### config.mk
export PLATFORM = sky130hd
export DESIGN_NAME = timer_with_compare_and_reload
export DESIGN_NICKNAME = d
export VERILOG_FILES = /design/src/rtl/tcr_pkg.sv /design/src/rtl/tcr_ctrl.sv /design/src/rtl/tcr_dp.sv /design/src/rtl/timer_with_compare_and_reload.sv
export SDC_FILE = /design/constraint.sdc
export NUM_CORES = 1
export LEC_CHECK = 0
export ABC_CLOCK_PERIOD_IN_PS = 6300
export BUFFER_PORTS_ARGS = -buffer_cell sky130_fd_sc_hd__buf_4
export CORE_MARGIN = 3
export CORE_UTILIZATION = 55
export CTS_CLUSTER_SIZE = 25
export DETAILED_ROUTE_END_ITERATION = 8
export HOLD_SLACK_MARGIN = 0.06
export PLACE_DENSITY = 0.77
export SLEW_MARGIN = 15
export SYNTH_ARGS = -nofsm -noshare
export SYNTH_HDL_FRONTEND = slang
export SYNTH_HIERARCHICAL = 1
export SYNTH_SLANG_ARGS = --single-unit
### constraint.sdc
create_clock -name clk -period 6.3 [get_ports clk]
set_input_delay 0.315 -clock clk [delete_from_list [all_inputs] [get_ports clk]]
set_output_delay 0.315 -clock clk [all_outputs]
set_load 0.01 [all_outputs]
### src/rtl/tcr_pkg.sv
// Package for the timer with compare and reload: widths, register offsets, opcodes.
// No dependencies.
`timescale 1ns / 1ps
package tcr_pkg;
  localparam int CountWidth = 32;
  localparam int DivCntW = $clog2(CountWidth + 1);

  localparam logic [1:0] OP_TICK  = 2'd0;
  localparam logic [1:0] OP_READ  = 2'd1;
  localparam logic [1:0] OP_WRITE = 2'd2;

  localparam logic [7:0] OFF_CR1  = 8'h00;
  localparam logic [7:0] OFF_CR2  = 8'h04;
  localparam logic [7:0] OFF_DIER = 8'h0C;
  localparam logic [7:0] OFF_SR   = 8'h10;
  localparam logic [7:0] OFF_EGR  = 8'h14;
  localparam logic [7:0] OFF_CCMR = 8'h18;
  localparam logic [7:0] OFF_CNT  = 8'h24;
  localparam logic [7:0] OFF_PSC  = 8'h28;
  localparam logic [7:0] OFF_ARR  = 8'h2C;
  localparam logic [7:0] OFF_CCR  = 8'h34;

  // controller -> datapath
  typedef struct packed {
    logic exec;       // apply the held word (tick/read/write), latch result
    logic div_start;  // load divider with the count to wrap
    logic div_step;   // one restoring-division step
    logic div_done;   // end of division, issued with the exec that stores the remainder
  } tcr_cmd_t;

  // datapath -> controller
  typedef struct packed {
    logic needs_wrap; // held word is a CNT or ARR write
  } tcr_sts_t;

  function automatic logic [31:0] size_mask(input logic [1:0] code);
    logic [31:0] m;
    m = 32'hFFFF_FFFF;
    if (code == 2'd0) m = 32'h0000_00FF;
    else if (code == 2'd1) m = 32'h0000_FFFF;
    return m;
  endfunction
endpackage

### src/rtl/tcr_ctrl.sv
// Controller for the timer: handshake, issue of exec and the modulo sequence.
// Depends on tcr_pkg.
`timescale 1ns / 1ps
module tcr_ctrl import tcr_pkg::*; (
  input  logic     clk,
  input  logic     rst_n,
  input  logic     in_valid,
  output logic     in_ready,
  output logic     out_valid,
  input  logic     out_ready,
  output logic     load,
  output tcr_cmd_t cmd,
  input  tcr_sts_t sts
);
  typedef enum logic [1:0] {S_IDLE, S_EXEC, S_DIV, S_OUT} state_t;
  state_t state_r, state_nxt;
  logic [DivCntW-1:0] cnt_r, cnt_nxt;
  logic out_valid_r, out_valid_nxt;

  assign in_ready  = (state_r == S_IDLE) && !out_valid_r;
  assign out_valid = out_valid_r;
  assign load      = in_valid && in_ready;

  always_comb begin
    state_nxt = state_r;
    cnt_nxt = cnt_r;
    out_valid_nxt = out_valid_r && !out_ready;
    cmd = '0;
    unique case (state_r)
      S_IDLE: if (load) state_nxt = S_EXEC;
      S_EXEC: begin
        if (sts.needs_wrap) begin
          cmd.div_start = 1'b1;
          cnt_nxt = DivCntW'(CountWidth);
          state_nxt = S_DIV;
        end else begin
          cmd.exec = 1'b1;
          state_nxt = S_OUT;
        end
      end
      S_DIV: begin
        if (cnt_r != '0) begin
          cmd.div_step = 1'b1;
          cnt_nxt = cnt_r - 1'b1;
        end else begin
          cmd.div_done = 1'b1;
          cmd.exec = 1'b1;
          state_nxt = S_OUT;
        end
      end
      S_OUT: begin
        out_valid_nxt = 1'b1;
        state_nxt = S_IDLE;
      end
      default: state_nxt = S_IDLE;
    endcase
  end

  always_ff @(posedge clk) begin
    if (!rst_n) begin
      state_r <= S_IDLE;
      cnt_r <= '0;
      out_valid_r <= 1'b0;
    end else begin
      state_r <= state_nxt;
      cnt_r <= cnt_nxt;
      out_valid_r <= out_valid_nxt;
    end
  end

  a_no_accept_busy: assert property (@(posedge clk) disable iff (!rst_n)
    load |=> !in_ready) else $error("accepted while busy");
  a_out_after: assert property (@(posedge clk) disable iff (!rst_n)
    (state_r == S_OUT) |=> out_valid_r) else $error("result lost");
  a_one_exec: assert property (@(posedge clk) disable iff (!rst_n)
    cmd.exec |=> !cmd.exec) else $error("double exec");
endmodule

### src/rtl/tcr_dp.sv
// Datapath for the timer: registers, prescaler, counter step, bit-serial modulo.
// Depends on tcr_pkg.
`timescale 1ns / 1ps
module tcr_dp import tcr_pkg::*; (
  input  logic        clk,
  input  logic        rst_n,
  input  logic        load,
  input  logic [1:0]  in_opcode,
  input  logic [7:0]  in_reg_offset,
  input  logic [31:0] in_write_data,
  input  logic [1:0]  in_size_code,
  input  tcr_cmd_t    cmd,
  output tcr_sts_t    sts,
  output logic [31:0] out_read_data,
  output logic        out_irq_pulse
);
  localparam int CW = CountWidth;

  logic [1:0]  op_r;
  logic [7:0]  off_r;
  logic [31:0] data_r, mask_r;

  logic [31:0] cr1_r, cr2_r, dier_r, ccmr_r;
  logic [1:0]  sr_r;
  logic [CW-1:0] ccr_r, arr_r, cnt_r;
  logic [15:0] psc_r, ph_r;
  logic armed_r;
  logic [31:0] rd_r;
  logic pulse_r;

  // divider: remainder of dividend by (divisor+1), divisor as CW+1 bits
  logic [CW-1:0] dvd_r;
  logic [CW:0]   rem_r, dvs_r;
  logic [CW:0]   rem_sh;
  logic [CW-1:0] wdata;

  assign wdata = data_r[CW-1:0];
  assign sts.needs_wrap = (op_r == OP_WRITE) && (off_r == OFF_CNT || off_r == OFF_ARR);
  assign rem_sh = {rem_r[CW-1:0], dvd_r[CW-1]};

  always_ff @(posedge clk) begin
    if (load) begin
      op_r <= in_opcode;
      off_r <= in_reg_offset;
      mask_r <= size_mask(in_size_code);
      data_r <= in_write_data & size_mask(in_size_code);
    end
    if (cmd.div_start) begin
      rem_r <= '0;
      if (off_r == OFF_CNT) begin
        dvd_r <= wdata;
        dvs_r <= {1'b0, arr_r} + 1'b1;
      end else begin
        dvd_r <= cnt_r;
        dvs_r <= {1'b0, wdata} + 1'b1;
      end
    end else if (cmd.div_step) begin
      dvd_r <= {dvd_r[CW-2:0], 1'b0};
      rem_r <= (rem_sh >= dvs_r) ? rem_sh - dvs_r : rem_sh;
    end
  end

  logic [CW-1:0] cnt_nxt, ccr_nxt, arr_nxt, nstep;
  logic [15:0] ph_nxt;
  logic [1:0] sr_nxt;
  logic [31:0] cr1_nxt, dier_nxt, rd_nxt;
  logic hit;

  always_comb begin
    cr1_nxt = cr1_r; cnt_nxt = cnt_r; ccr_nxt = ccr_r; arr_nxt = arr_r;
    dier_nxt = dier_r;
    ph_nxt = ph_r; sr_nxt = sr_r; rd_nxt = '0; hit = 1'b0;
    nstep = (cnt_r >= arr_r) ? '0 : cnt_r + 1'b1;
    unique case (op_r)
      OP_TICK: begin
        if (cr1_r[0]) begin
          if (ph_r >= psc_r) begin
            ph_nxt = '0;
            if (cnt_r >= arr_r) sr_nxt[0] = 1'b1;
            if (arr_r == '0) hit = 1'b1;
            else if (nstep >= cnt_r) hit = (cnt_r < ccr_r) && (ccr_r <= nstep);
            else hit = (ccr_r > cnt_r) || (ccr_r <= nstep);
            if (ccr_r <= arr_r && hit) sr_nxt[1] = 1'b1;
            cnt_nxt = nstep;
          end else begin
            ph_nxt = ph_r + 1'b1;
          end
        end
      end
      OP_READ: begin
        priority case (off_r)
          OFF_CR1:  rd_nxt = cr1_r;
          OFF_CR2:  rd_nxt = cr2_r;
          OFF_DIER: rd_nxt = dier_r;
          OFF_SR:   rd_nxt = {30'd0, sr_r};
          OFF_CCMR: rd_nxt = ccmr_r;
          OFF_CNT:  rd_nxt = 32'(cnt_r);
          OFF_PSC:  rd_nxt = {16'd0, psc_r};
          OFF_ARR:  rd_nxt = 32'(arr_r);
          OFF_CCR:  rd_nxt = 32'(ccr_r);
          default:  rd_nxt = '0;
        endcase
        rd_nxt = rd_nxt & mask_r;
      end
      OP_WRITE: begin
        priority case (off_r)
          OFF_CR1: begin cr1_nxt = data_r; ph_nxt = '0; end
          OFF_DIER: dier_nxt = data_r;
          OFF_SR:  sr_nxt = sr_r & data_r[1:0];
          OFF_EGR: if (data_r[0]) begin cnt_nxt = '0; ph_nxt = '0; end
          OFF_CNT: begin cnt_nxt = rem_r[CW-1:0]; ph_nxt = '0; end
          OFF_PSC: ph_nxt = '0;
          OFF_ARR: begin arr_nxt = wdata; cnt_nxt = rem_r[CW-1:0]; ph_nxt = '0; end
          OFF_CCR: begin ccr_nxt = wdata; sr_nxt[1] = 1'b0; end
          default: ;
        endcase
      end
      default: ;
    endcase
  end

  logic wr;
  assign wr = cmd.exec && (op_r == OP_WRITE);

  always_ff @(posedge clk) begin
    if (!rst_n) begin
      cr1_r <= '0; cr2_r <= '0; dier_r <= '0; ccmr_r <= '0; sr_r <= '0;
      ccr_r <= '0; psc_r <= '0; arr_r <= '1; cnt_r <= '0; ph_r <= '0;
      armed_r <= 1'b0; rd_r <= '0; pulse_r <= 1'b0;
    end else if (cmd.exec) begin
      cr1_r <= cr1_nxt; cnt_r <= cnt_nxt; ccr_r <= ccr_nxt; arr_r <= arr_nxt;
      ph_r <= ph_nxt; sr_r <= sr_nxt; rd_r <= rd_nxt; dier_r <= dier_nxt;
      if (wr && off_r == OFF_CR2)  cr2_r <= data_r;
      if (wr && off_r == OFF_CCMR) ccmr_r <= data_r;
      if (wr && off_r == OFF_PSC)  psc_r <= data_r[15:0];
      // request uses flags and enables after this word
      if ((sr_nxt & dier_nxt[1:0]) != '0) begin
        pulse_r <= !armed_r;
        armed_r <= 1'b1;
      end else begin
        pulse_r <= 1'b0;
        armed_r <= 1'b0;
      end
    end
  end

  assign out_read_data = rd_r;
  assign out_irq_pulse = pulse_r;

  a_cnt_range: assert property (@(posedge clk) disable iff (!rst_n)
    $past(cmd.exec) && $past(op_r) == OP_TICK |-> cnt_r <= arr_r || $past(cnt_r) > $past(arr_r))
    else $error("counter beyond reload");
  a_pulse_armed: assert property (@(posedge clk) disable iff (!rst_n)
    pulse_r |-> armed_r) else $error("pulse without arm");
  a_rem_small: assert property (@(posedge clk) disable iff (!rst_n)
    cmd.div_done |-> rem_r < dvs_r) else $error("bad remainder");
endmodule

### src/rtl/timer_with_compare_and_reload.sv
// Top level of the timer with compare and reload.
// Depends on tcr_pkg, tcr_ctrl, tcr_dp.
//   channel  direction  ports
//   in       input      in_valid/in_ready, opcode, reg_offset, write_data, size_code
//   out      output     out_valid/out_ready, read_data, irq_pulse
// Ticks, reads and other writes pass through the EXEC and OUT states before out_valid.
// CNT and ARR writes first run a bit-serial modulo, one bit a cycle, in the DIV state.
// One word in flight; in_ready is low until the result is taken.
// rst_n is synchronous: reload resets to all ones, the other timer registers to zero.
`timescale 1ns / 1ps
module timer_with_compare_and_reload import tcr_pkg::*; (
  input  logic        clk,
  input  logic        rst_n,
  input  logic        in_valid,
  output logic        in_ready,
  input  logic [1:0]  in_opcode,
  input  logic [7:0]  in_reg_offset,
  input  logic [31:0] in_write_data,
  input  logic [1:0]  in_size_code,
  output logic        out_valid,
  input  logic        out_ready,
  output logic [31:0] out_read_data,
  output logic        out_irq_pulse
);
  tcr_cmd_t cmd;
  tcr_sts_t sts;
  logic load;

  tcr_ctrl u_ctrl (
    .clk(clk), .rst_n(rst_n), .in_valid(in_valid), .in_ready(in_ready),
    .out_valid(out_valid), .out_ready(out_ready), .load(load), .cmd(cmd), .sts(sts)
  );

  tcr_dp u_dp (
    .clk(clk), .rst_n(rst_n), .load(load), .in_opcode(in_opcode),
    .in_reg_offset(in_reg_offset), .in_write_data(in_write_data),
    .in_size_code(in_size_code), .cmd(cmd), .sts(sts),
    .out_read_data(out_read_data), .out_irq_pulse(out_irq_pulse)
  );
endmodule
==> out/summary.txt, run 1 <==
Final setup viols = 0
Vias in the first global route = 23,520
Yosys warns = 6
Row cnt = 79
Worst VDD drop = 0.000224 V
Layout cell share with drive strength beyond 1 = 0.0944
Slew Limit Fails = 0
Max_slew headroom = 0.210
Pre-antenna DRT Iters = 8
Antenna Nets Post-Route = 0
Final Hold Fails = 0
DR iter-0 viols = 3,167
FF+latch count, synth = 442
Number of synthesized flops with an enable pin = 109
Die H = 224 um
Worst-Skew Late Latency = 610 ps
Status = finished, final reports clean
Min Hold Slack = 112 ps
CTS clk-pin slew, worst paths = 60 ps
Largest net degree at the start of global routing = 106
First-pass GRT wire length = 134,000 um
CP Data Required Time = 6810 ps
Arrival time worst endpoint = 6070 ps
Initial antenna violation count = 4
Distinct cells, synth = 96
Ports = 83
Gr usage total = 0.336
Htree depth = 2
Actual slew at the worst max-slew pin = 1180 ps
Area after DPL = 27,200 um^2
Routed WL per cell = 22.3 um
Synth Area in XOR/XNOR = 0.0321
Resized cells post-CTS = 0
Critical path class = flip-flop to flip-flop
Finished Core Util = 0.624
Seq/Total Area, Yosys = 0.379
Fin area = 29,200 um^2
Crit path depth = 20
Origin of the critical flop-to-flop path = u_dp/arr_r[0]
CTS root buf = clkbuf_16
Core area = 46,900 um^2
Main combinational cell family by area after synthesis = simple AND/OR/NAND/NOR gates
PnR Total Power = 8.06 mW
Family with the most delay on the worst path = compound AO/OA/AOI/OAI gates
RSZ-0062 raised after global routing = no
Worst Hold Class = input port to flip-flop
Post-Place Cells = 3,745
Crit path buffers/inverters = 2
Post-synthesis simple-gate area fraction = 0.209
RePlAce Congestion = 0.978
Vias per cell = 6.39
CP Max Fanout = 9
Synth Area in Adders = 0.0939
Initial Util = 0.559
Ordered list of cells on the worst path = ha_1 > nand2b_1 > a2111oi_0 > o41ai_1 > o311ai_1 > nand2b_1 > buf_4 > nor2_1 > inv_1 > ha_1 > nand4_1 > or4_1 > nor4_1 > nor3_1 > o211ai_1 > a21o_1 > a31oi_1 > o21ai_0 > a31oi_1 > a211oi_1
Crit. End Element = flip-flop
Register Area = 9940 um^2
R2R Path End = u_dp/armed_r
Final WL = 86,500 um
Setup ws final = 736 ps
CTS Buffer Depth = 3
Worst Skew = 27.8 ps
Synthesis-to-finish area growth = 11.5%
Compound-Gate Fraction of Synth Area = 0.204
Most used DFF post-synth = dfxtp_1
Worst Setup SP = u_dp/arr_r[0]
Critical path launch point type = flip-flop
Worst r2r path cells = 20
Slowest cell on crit path = a2111oi_0
Setup TNS = 0 ps
Mux cell area share after synthesis = 0.0256
Leak Pwr = 11.2 nW
Dpl ws = 881 ps
DIE WIDTH = 224 um
Mapped Nets = 3,455
Nets = 3,477
Reg2Reg Setup Slack = 740 ps
Port buffer count = 82
Gate Count Post-Synth = 3,211
N_diodes = 0
Syn Std Cell Area = 26,200 um^2
FILL cells = 4,021
PwrDens = 276 nW/um^2
Cts bufs inserted = 49
DRC viols = 0
Multi-input logic area = 14,900 um^2
FMAX = 0.180 GHz
Post-CTS setup buffer count = 0
Post-DP HPWL = 62,900 um
CTS tree = built
Grt total ovfl = 0
Syn Area/Cell = 8.16 um^2
FFs w/ async S/R, synth = 0
Max incr delay on CP = 660 ps
Fin cells = 3,880
Via Count = 24,784
Area of the die = 50,300 um^2
Fin crit share = 0.883
CP endpoint = u_dp/armed_r
Min Tclk post-route = 5560 ps
Clock sink count = 442
Maxcap violations = 0
[layer usage]
layer  wire length [um]  vias up  GRT usage
li1                   -    11460          -
met1              37400    11835      0.485
met2              37500     1289      0.516
met3               9160      198     0.0615
met4               2440        2      0.101
met5                  9        -          0
[cells in the final DEF, fill, tap and decap left out, types with 44 or more instances in the layout]
cell type	instances
a211oi_1	51
a21oi_1	315
a31oi_1	54
buf_4	142
clkbuf_16	49
dfxtp_1	333
dlygate4sd3_1	44
edfxtp_1	109
ha_1	195
inv_1	153
mux2i_1	48
nand2_1	667
nand3_1	51
nand4_1	48
nor2_1	202
o211ai_1	56
o21ai_0	87
xnor2_1	68
[worst min-delay path by stage]
stage / startpoint / endpoint / slack (ps) / depth (start not counted)
floorplan: in_write_data[0] / u_dp/data_r[0] / 410 / 0
global placement: u_dp/dier_r[17] / u_dp/dier_r[17] / 440 / 2
detailed placement: u_dp/cr2_r[19] / u_dp/cr2_r[19] / 450 / 2
CTS: in_size_code[0] / u_dp/mask_r[15] / 90 / 3
global route: in_size_code[0] / u_dp/mask_r[15] / 130 / 3
finish: in_size_code[0] / u_dp/mask_r[15] / 110 / 3
[synthesized netlist by cell type, types with 29 or more instances]
cell	instances	area share
nand2_1	668	0.096
dfxtp_1	333	0.25
a21oi_1	316	0.060
nor2_1	204	0.029
ha_1	195	0.093
clkbuf_1	180	0.026
inv_1	153	0.022
edfxtp_1	109	0.12
o21ai_0	87	0.017
xnor2_1	68	0.023
o211ai_1	56	0.016
a31oi_1	54	0.013
a211oi_1	51	0.015
nand3_1	51	0.0097
mux2i_1	48	0.018
nand4_1	48	0.011
nor3_1	42	0.0080
a22oi_1	39	0.011
a21o_1	29	0.0083
a221oi_1	29	0.0097
and2_1	29	0.0069
[registers in the layout (all words and copies together), names as in the netlist, 32 cells and up]
signal / flops
u_dp/ccr_r: 32
u_dp/data_r: 32
u_dp/dvd_r: 32
u_dp/dier_r: 32
u_dp/cr2_r: 32
u_dp/arr_r: 32
u_dp/ccmr_r: 32
u_dp/dvs_r: 33
u_dp/cr1_r: 32
u_dp/cnt_r: 32
u_dp/out_read_data: 32
u_dp/rem_r: 32
[worst reg2reg max path, delay by kind of cell, from the launching register on]
family,cells,cell delay (ps)
simple gates,7,1660
flops,1,460
compound gates,9,2440
buf+inv,2,330
fa+ha+maj,2,600
[timing repair]
| action | CTS | global route |
|---|---|---|
| hold endpoints to repair | 44 | 0 |
| setup endpoints to repair | 0 | 0 |
| hold buffers | 44 | 0 |
[where the power goes]
part / internal, mW / switching (mW)
clock network: 1.58 / 1.23
logic: 0.660 / 1.04
registers: 3.16 / 0.382
[area by class of cell]
type	instances	area share
Inverter	161	0.0208
Clock buffer	64	0.0452
Multi-Input combinational cell	2393	0.508
Timing Repair Buffer	186	0.0515
Tap cell	607	0.0260
Clock inverter	27	0.00822
Sequential cell	442	0.340
[cell families (layout without fill, tap and decap cells)]
logic type               after synthesis  in the layout
buffers and inverters                376            438
adder cells (fa/ha/maj)              196            196
XOR/XNOR                              96             96
multiplexers                          65             65
AND/OR/NAND/NOR                     1210           1210
AO/OA/AOI/OAI                        826            826
flip-flops                           442            442
Power figures use the tool's default switching activity.
==> run 2, diff against run 1 <==
PLACE_DENSITY = 0.72   (was 0.77)
==> out/summary.txt, run 2 (synthesis results as in run 1) <==
Maxcap violations = 0 (unchanged)
Synthesis-to-finish area growth = 11.9% (was 11.5%)
Commonest non-fill, non-tap cell in the layout = nand2_1 (unchanged)
N_diodes = 0 (unchanged)
Clock sink count = 442 (unchanged)
Die H = 224 um (unchanged)
DR iter-0 viols = 2,924 (was 3,167)
Htree depth = 2 (unchanged)
Setup TNS = 0 ps (unchanged)
Gr usage total = 0.344 (was 0.336)
Initial antenna violation count = 3 (was 4)
Most frequent cells in the layout = 667 x nand2_1, 333 x dfxtp_1, 315 x a21oi_1 (unchanged)
Antenna Nets Post-Route = 0 (unchanged)
Critical path class = flip-flop to flip-flop (unchanged)
Grt total ovfl = 0 (unchanged)
Row cnt = 79 (unchanged)
Ports = 83 (unchanged)
Fin crit share = 0.919 (was 0.883)
CP Data Required Time = 6750 ps (was 6810 ps)
Max reg flops = 33 (unchanged)
Crit. End Element = flip-flop (unchanged)
Initial Util = 0.559 (unchanged)
Register Area = 9940 um^2 (unchanged)
First-pass GRT wire length = 137,000 um (was 134,000 um)
Worst-Skew Late Latency = 610 ps (about the same)
Port buffer count = 82 (unchanged)
Via Count = 24,764 (was 24,784)
Post-DP HPWL = 63,300 um (was 62,900 um)
Final setup viols = 0 (unchanged)
FMAX = 0.173 GHz (was 0.180 GHz)
Top reg by flops = u_dp/dvs_r (unchanged)
Largest net degree at the start of global routing = 187 (was 106)
CTS clk-pin slew, worst paths = 70 ps (was 60 ps)
Layout cell share with drive strength beyond 1 = 0.0960 (was 0.0944)
Post-Place Cells = 3,745 (unchanged)
FILL cells = 4,070 (was 4,021)
Core area = 46,900 um^2 (unchanged)
PwrDens = 280 nW/um^2 (was 276 nW/um^2)
Vias per cell = 6.39 (about the same)
Setup ws final = 510 ps (was 736 ps)
Pre-antenna DRT Iters = 6 (was 8)
Max_slew headroom = 0.253 (was 0.210)
Min Hold Slack = 94.1 ps (was 112 ps)
Arrival time worst endpoint = 6240 ps (was 6070 ps)
Final WL = 88,600 um (was 86,500 um)
RSZ-0062 raised after global routing = no (unchanged)
RePlAce Congestion = 0.965 (was 0.978)
Critical path launch point type = flip-flop (unchanged)
CTS root buf = clkbuf_16 (unchanged)
Cts bufs inserted = 48 (was 49)
DIE WIDTH = 224 um (unchanged)
Area of the die = 50,300 um^2 (unchanged)
CTS Buffer Depth = 3 (unchanged)
Reg2Reg Setup Slack = 510 ps (was 740 ps)
Nets = 3,476 (was 3,477)
Worst Skew = 34.4 ps (was 27.8 ps)
Worst Hold Class = input port to flip-flop (unchanged)
CTS tree = built (unchanged)
CP Max Fanout = 21 (was 9)
Actual slew at the worst max-slew pin = 1120 ps (was 1180 ps)
Slew Limit Fails = 0 (unchanged)
Status = finished, final reports clean (unchanged)
DRC viols = 0 (unchanged)
Multi-input logic area = 14,900 um^2 (about the same)
Fin cells = 3,878 (was 3,880)
Leak Pwr = 11.2 nW (about the same)
Vias in the first global route = 23,553 (was 23,520)
Worst VDD drop = 0.000349 V (was 0.000224 V)
Dpl ws = 666 ps (was 881 ps)
Min Tclk post-route = 5790 ps (was 5560 ps)
Routed WL per cell = 22.8 um (was 22.3 um)
Final Hold Fails = 0 (unchanged)
==> run 2: cell count changes in the layout (fill, tap and decap cells not counted), sizes merged <==
cell	before	now
inv	163	162
clkinvlp	4	6
clkbuf	64	59
clkinv	19	18
bufinv	2	5
==> run 2: repair_timing <==
item	4_1_cts	5_1_grt
endpoints found under the hold margin	44	0
hold buffers	44	0
setup buffers	0	0
resized for setup	0	0
==> run 2: worst paths after layout <==
check,from,end,cells after the start
worst min register to register,u_dp/cr2_r[27],u_dp/cr2_r[27],2
worst max-delay path,u_dp/arr_r[0],u_dp/armed_r,19
worst max register to register,u_dp/arr_r[0],u_dp/armed_r,19
worst min-delay path,in_size_code[0],u_dp/mask_r[15],3
==> run 2: report_power, final <==
group / switching, mW / total (mW) / internal (mW) / leakage, nW
Sequential: 0.379 / 3.54 / 3.16 / 3.69
Clock: 1.26 / 2.95 / 1.68 / 0.793
Combinational: 1.05 / 1.71 / 0.663 / 6.72
==> run 2: critical path: stages (launching register included) <==
cell and delay [ps]:
dfxtp_1 450, ha_1 270, nand2b_1 140, a2111oi_0 500
o41ai_1 210, o311ai_1 570, and2b_1 690, o21ai_0 300
ha_1 380, nand4_1 120, nor2_1 190, nand3_1 110
o31ai_1 280, o211ai_1 180, a31o_2 280, a2111oi_0 410
buf_4 200, o311ai_2 110, a31oi_1 150, a211oi_1 100
==> run 2: per-layer routing <==
| metal | part of all wire | vias up | routed length (um) | track usage |
|---|---|---|---|---|
| li1 | - | 11446 | - | - |
| met1 | 0.42 | 11798 | 37400 | 0.488 |
| met2 | 0.43 | 1298 | 38200 | 0.525 |
| met3 | 0.11 | 218 | 9970 | 0.0783 |
| met4 | 0.034 | 4 | 3000 | 0.104 |
| met5 | 0.00037 | - | 33 | 0 |
==> run 2: final cells by class <==
cell class                 count  area share
clock buffer                  59      0.0441
clock inverter                30      0.0117
inverter                     161      0.0208
multi-input combinational   2393       0.507
sequential                   442       0.339
tap                          607      0.0259
timing repair buffer         186      0.0518
==> run 2: stage by stage <==
stage	area [um^2]	utilization	power, mW
floorplan	26200	-	4.66
global placement	27200	0.581	5.16
detailed placement	27200	0.581	5.23
CTS	29300	0.626	8.18
global route	29300	0.626	8.52
finish	29300	0.626	8.20
